**src/rtl/sgprs_ram.sv**
```systemverilog
// ----------------------------------------------------------------------------
// sgprs_ram
// generic single-write, single-read ram with registered read data
// ----------------------------------------------------------------------------
module sgprs_ram #(
	parameter int WIDTH = 32,
	parameter int DEPTH = 16,
	localparam int AW = (DEPTH > 1) ? $clog2(DEPTH) : 1
) (
	input  logic             clk,
	input  logic             we,
	input  logic [AW-1:0]    waddr,
	input  logic [WIDTH-1:0] wdata,
	input  logic             re,
	input  logic [AW-1:0]    raddr,
	output logic [WIDTH-1:0] rdata
);

	logic [WIDTH-1:0] mem_q [DEPTH];

	always_ff @(posedge clk) begin
		if (we) begin
			mem_q[waddr] <= wdata;
		end
		if (re) begin
			rdata <= mem_q[raddr];
		end
	end

endmodule

```
**config.mk**
```make
export PLATFORM = sky130hd
export DESIGN_NAME = sgprs_ram
export DESIGN_NICKNAME = d
export VERILOG_FILES = /design/src/rtl/sgprs_ram.sv
export SDC_FILE = /design/constraint.sdc
export NUM_CORES = 1
export LEC_CHECK = 0
export BUFFER_PORTS_ARGS = -buffer_cell sky130_fd_sc_hd__buf_2
export CORE_ASPECT_RATIO = 0.6
export CORE_MARGIN = 2
export CORE_UTILIZATION = 40
export CTS_CLUSTER_SIZE = 10
export DETAILED_ROUTE_END_ITERATION = 12
export PLACE_DENSITY_LB_ADDON = 0.12
export SYNTH_ARGS = -nofsm -noshare
export SYNTH_HDL_FRONTEND = slang
export SYNTH_SLANG_ARGS = --single-unit
```
**constraint.sdc**
```tcl
create_clock -name clk -period 10.25 [get_ports clk]
set_clock_uncertainty 0.1 [all_clocks]
set_input_delay 3.075 -clock clk [delete_from_list [all_inputs] [get_ports clk]]
set_output_delay 3.075 -clock clk [all_outputs]
set_load 0.02 [all_outputs]
```
== After elaboration in Yosys (flattened, before gate mapping) ==
Memories as Yosys holds them, arrays and structs flattened. A register that Yosys moved wholly into a read port is not among the register bits.
Index checks and enable logic that the tools add are counted.
Cells by class
  reductions and logical operators: 0
  $add $sub $neg: 0
  multiplexer cells: 2
  multipliers: 0
  shifts and indexed selects: 0
  $lt $le $gt $ge: 0
  bitwise operators: 0
  equality and inequality tests: 0
  divide/modulo/power cells: 0
Operator list (number)
  $mux W1: 2
Storage, ports and cells
  memories kept: 1
  RAM bits: 512
  memory bits (read-only): 0
  output and inout port bits: 32
  register bits after elaboration: 0
  bits of input ports: 43
  bits in latches: 0
  logic and storage cells: 3
Memories
  mem_q: words 16, width 32, rd ports 1, clocked after memory_dff 1, write ports 1, RTL line 19  | logic [WIDTH-1:0] mem_q [DEPTH];

== Depth between registers and ports, before layout ==
Gate-level depths: netlist of run 1.
  word-level depth: 2
  gate-level depth with buffers: 5

== Worst setup path before layout of run 1 ==
OpenSTA, ideal clock, no wires.
  kind: input to register
  start point: input waddr[2]
  end point: memory mem_q[0][0] (enable)
  cell stages on the path: 2
  slack: 3.895 ns
  buffers on the path: 0
  data required time: 9.689 ns
  arrival time: 5.793 ns
  path through: or3b_2 nor3_1
RTL lines
  start: declaration: RTL line 12  | input logic [AW-1:0] waddr,
  end: declaration: RTL line 19
No word-level cell before the write port.

==> impl_metrics.json, run 1 <==
{
  "cts.sinks": 544,
  "synth_fp_nets": 881,
  "fillers": 4067,
  "antenna_found_initial": 5,
  "num_vias": 9128,
  "gr-total-overflow": 0,
  "nets": 999,
  "setup_viol": 0,
  "yosysMostFrequentCell": "edfxtp_1",
  "max_slew.worst_pin.slew_ps": 1080,
  "ys_warn_count": 0,
  "htree_levels": 2,
  "cts_buffer_depth": 3,
  "status": "completed",
  "r2r-end": "rdata[26]",
  "synth_top_area_share_pct": 81.0,
  "die_w_um": 294,
  "synth_commonest_cells": "544 x edfxtp_1, 128 x mux4_2, 64 x a22oi_1",
  "required_ps": 10480,
  "reg2regPathDepth": 3,
  "place_hpwl_um": 23000,
  "leakage_nw": 7.27,
  "seq_area_mm2": 0.0163,
  "syn-instance-count": 838,
  "grt_pass1_vias": 9610,
  "ctsResizeCount": 0,
  "yosysSeqAreaShare_pct": 81.0,
  "viasPerCell": 5.66,
  "portBuffers": 74,
  "routabilityCongestion": 0.688,
  "period_needed_ps": 5460,
  "rsz0062_at_grt": "no",
  "drcViolationCount": 0,
  "drt_iter0_drc": 927,
  "cp_max_fo": 83,
  "grt_max_degree": 84,
  "first_pass_iters": 5,
  "clockRootBuffer": "clkbuf_16",
  "crit_end": "rdata[14]",
  "clk_pin_slew_ps": 60,
  "peakVddDrop_mv": 0.139,
  "end_kind": "flip-flop",
  "r2r-start": "mem_q[3][26]",
  "hold_violations": 0,
  "io_pins": 75,
  "relSlewSlack_pct": 28.2,
  "syn_area_per_cell_um2": 24.1,
  "die_y_um": 178,
  "hold_buffers": 0,
  "min_path_type": "reg2reg",
  "cp.arrival_ps": 5680,
  "yosysUniqueCellTypes": 17,
  "placementRows": 63,
  "powerDensity_mw_per_mm2": 198,
  "die_area_mm2": 0.0523,
  "syn_area_mm2": 0.0202,
  "synthArstFlopShare_pct": 0,
  "timing.fmax_mhz": 183,
  "synth_area_leader_cell": "edfxtp_1",
  "ant_nets": 0,
  "hold_slack_ps": 638,
  "synth_edf_count": 544,
  "drive_above_1_share_pct": 32.5,
  "ys.flop_type": "edfxtp_1",
  "synth_area_leaders": "edfxtp_1 81%, mux4_2 14%, a22oi_1 2.4%",
  "tritoncts": "built",
  "final.period_utilization_pct": 53.2,
  "final.setup.tns_ps": 0,
  "cts-buffers-inserted": 60,
  "post_cts_buffers": 0,
  "drv_slew": 0,
  "multi_input_area_mm2": 0.00375,
  "core_area_mm2": 0.0496,
  "routed_wl_um": 46600,
  "crit_path_start": "raddr[0]",
  "r2r_setup_slack_ps": 8640,
  "start_util_pct": 40.7,
  "clk_latency_ps": 590,
  "synth_seq_cells": 544,
  "routedWlPerCell_um": 28.9,
  "worstSetupPathType": "in2reg",
  "grt_usage_pct": 18.4,
  "cap_viol_max_count": 0,
  "syn_to_final_growth_pct": 14.2,
  "worstSetupStartpointType": "primary input",
  "grt_pass1_wl_um": 68300
}
state kept, by name, indices dropped and copies added, names as in the netlist:
name,count
mem_q,512
rdata,32
metrics by stage:
step	utilization [%]	total power, mW	std cells	setup slack, ps	cell area [um2]
finish	46.5	4.57	1612	4790	23000
detailed placement	43.3	2.80	1544	4040	21500
floorplan	-	2.70	838	3900	20200
global route	46.5	4.73	1611	4410	23000
global placement	43.3	2.80	1544	4070	21500
CTS	46.4	4.62	1609	4660	23000
metal layers:
layer / up-vias / GRT usage [%] / share of wire (%)
met4: 4 / 4.29 / 1.8
li1: 3818 / - / -
met2: 263 / 27.7 / 45
met1: 4981 / 28.1 / 48
met5: - / 0 / 0.058
met3: 62 / 3.18 / 5.0
placed cells by master (no fill, tap or decap):
cell type,Yosys,routed
edfxtp_1,544,544
mux4_2,128,128
buf_2,4,72
a22oi_1,64,64
clkbuf_16,0,61
nand2_1,33,33
buf_4,11,25
nor2_4,0,13
nor3_2,0,4
diode_2,0,3
nor2b_4,0,2
nand3b_1,2,2
nand2b_1,2,2
inv_6,0,2
and2_2,0,1
nand3_1,1,1
or3b_2,1,1
clkinvlp_4,0,1
clkbuf_1,17,1
clkbuf_8,0,1
buf_6,2,1
report_power, final:
part | leakage (nW) | switching [mW] | internal [mW]
registers | 4.94 | 0.0135 | 2.51
clock network | 0.762 | 0.781 | 1.04
logic | 1.56 | 0.141 | 0.0852
total | 7.27 | 0.935 | 3.63
critical path: stages:
cell      delay (ps)
clkbuf_8         780
buf_4            860
mux4_2           600
a22oi_1          220
nand2_1           90
logic make-up (layout without fill, tap and decap cells):
kind of cell	after synthesis	after routing	synth area share [%]
and+or+nand+nor	59	59	1.25
other	0	3	0
AOI/OAI and AO/OA	64	64	2.38
muxes	128	128	14.3
buffers and inverters	43	164	1.10
DFF	544	544	81.0
worst min path at each step:
stage	startpoint	end	slack, ps	depth (start not counted)
floorplan	mem_q[14][0]	rdata[0]	610	3
detailed placement	mem_q[14][13]	rdata[13]	630	3
global route	mem_q[7][17]	rdata[17]	670	3
CTS	mem_q[14][13]	rdata[13]	640	3
global placement	mem_q[12][12]	rdata[12]	630	3
finish	mem_q[14][13]	rdata[13]	640	3
final cells by class:
class	instances	share of cell area (%)
diodes	3	0.0326
clock buffers	62	6.64
clock inverters	3	0.109
multi-input cells	251	16.3
flip-flops and latches	544	70.9
well taps	650	3.53
repair buffers	99	2.49
Power figures use the tool's default switching activity.
==> run 2: changes to the inputs <==
Clock period 10.25 ns to 4.35 ns, I/O delays scaled along.
==> impl_metrics.json, run 2 (synthesis gave the netlist of run 1 again) <==
{
  "path_cells": "buf_2 > or3b_2 > nor3_4 > buf_4",
  "num_vias": 9024,
  "cap_viol_max_count": 0,
  "gr-total-overflow": 0,
  "place_area_mm2": 0.0217,
  "critPathTopFamily": "simple AND/OR/NAND/NOR gates",
  "die_w_um": 294,
  "io_pins": 75,
  "portBuffers": 74,
  "p_sw_mw": 2.22,
  "cp.arrival_ps": 3090,
  "cp_max_fo": 13,
  "peakVddDrop_mv": 0.291,
  "period_needed_ps": 2920,
  "clockRootBuffer": "clkbuf_16",
  "p_sw_share_pct": 20.6,
  "antenna_found_initial": 0,
  "reg_top3": "mem_q x512, rdata x32",
  "routed_wl_um": 45000,
  "final_util_pct": 47.0,
  "seqPwrFrac_pct": 55.1,
  "cts-buffers-inserted": 60,
  "grt_pass1_wl_um": 66600,
  "rsz0062_at_grt": "no",
  "final_area_mm2": 0.0233,
  "clk_latency_ps": 590,
  "grt_usage_pct": 17.8,
  "first_pass_iters": 5,
  "leakage_nw": 7.38,
  "relSlewSlack_pct": 34.6,
  "start_util_pct": 40.7,
  "tritoncts": "built",
  "top_register": "mem_q",
  "viasPerCell": 5.57,
  "worstSetupStartpointType": "primary input",
  "required_ps": 4520,
  "drive_above_1_share_pct": 33.2,
  "final.setup.tns_ps": 0,
  "setup_viol": 0,
  "cts_buffer_depth": 3,
  "ctsResizeCount": 0,
  "final.period_utilization_pct": 67.1,
  "clk_pin_slew_ps": 50,
  "drt_iter0_drc": 802,
  "end_kind": "flip-flop",
  "clkPwrFrac_pct": 39.8,
  "powerDensity_mw_per_mm2": 463,
  "routabilityCongestion": 0.706,
  "cpPeakStageDelay_ps": 700,
  "critPathBufInv": 2,
  "antennaDiodeCount": 0,
  "worstSetupPathType": "in2reg",
  "routedWlPerCell_um": 27.8,
  "place_hpwl_um": 24700,
  "finalWorstSetupSlack_ps": 1430,
  "grt_pass1_vias": 9493,
  "htree_levels": 2,
  "die_area_mm2": 0.0523,
  "status": "completed",
  "grt_max_degree": 45,
  "timing.fmax_mhz": 343,
  "placementRows": 63,
  "syn_to_final_growth_pct": 15.4,
  "post_cts_buffers": 0,
  "hold_violations": 0,
  "core_area_mm2": 0.0496,
  "nets": 1009,
  "r2r_setup_slack_ps": 2800,
  "cts.sinks": 544,
  "mostFrequentLayoutCell": "edfxtp_1",
  "drv_slew": 0,
  "die_y_um": 178,
  "drcViolationCount": 0,
  "crit_slowest_cell": "nor3_4",
  "p_int_mw": 8.57,
  "hold_buffers": 0,
  "largest_reg_flops": 512,
  "p_total_mw": 10.8,
  "min_path_type": "reg2reg",
  "dp_worst_setup_slack_ps": 785,
  "ant_nets": 0,
  "max_slew.worst_pin.slew_ps": 981,
  "fillers": 4026,
  "combinationalPowerShare_pct": 5.1,
  "mostFrequentLayoutCells": "544 x edfxtp_1, 128 x mux4_2, 72 x buf_2"
}
==> run 2: path summary, 6_finish.rpt <==
kind,from,endpoint,depth (start not counted)
max reg2reg,mem_q[3][9],rdata[9],3
min,mem_q[14][10],rdata[10],3
max,waddr[2],mem_q[0][7],4
min reg2reg,mem_q[14][10],rdata[10],3
==> run 2: routing by layer <==
layer	part of all wire [%]	GRT usage (%)
met1	47	26.2
met2	47	28.2
met3	4.3	2.96
met4	1.6	3.70
met5	0	0
==> run 2: area by class of cell <==
cell class	count	area, um2	area share [%]
Multi-Input combinational cell	251	3760	16.1
Sequential cell	544	16300	70.2
Timing Repair Buffer	109	823	3.54
Tap cell	650	813	3.49
Clock inverter	4	26.3	0.113
Clock buffer	62	1530	6.57
==> run 2: metrics by stage <==
stage	hold WS [ps]	instances
6_report	646	1620
5_1_grt	671	1620
4_1_cts	649	1620
3_5_place_dp	630	1554
3_3_place_gp	636	1554
2_1_floorplan	610	838
==> run 2: worst register-to-register path, stage by stage (launching register included) <==
cell,delay (ps)
edfxtp_1,370
mux4_2,500
a22oi_1,210
nand2_1,110
==> run 2: power by group through the flow <==
stage	clock, mW	sequential, mW	combinational [mW]
floorplan	0	6.07	0.282
global placement	0	6.05	0.563
detailed placement	0	6.05	0.567
CTS	4.42	5.94	0.567
global route	4.63	5.95	0.600
finish	4.30	5.94	0.550
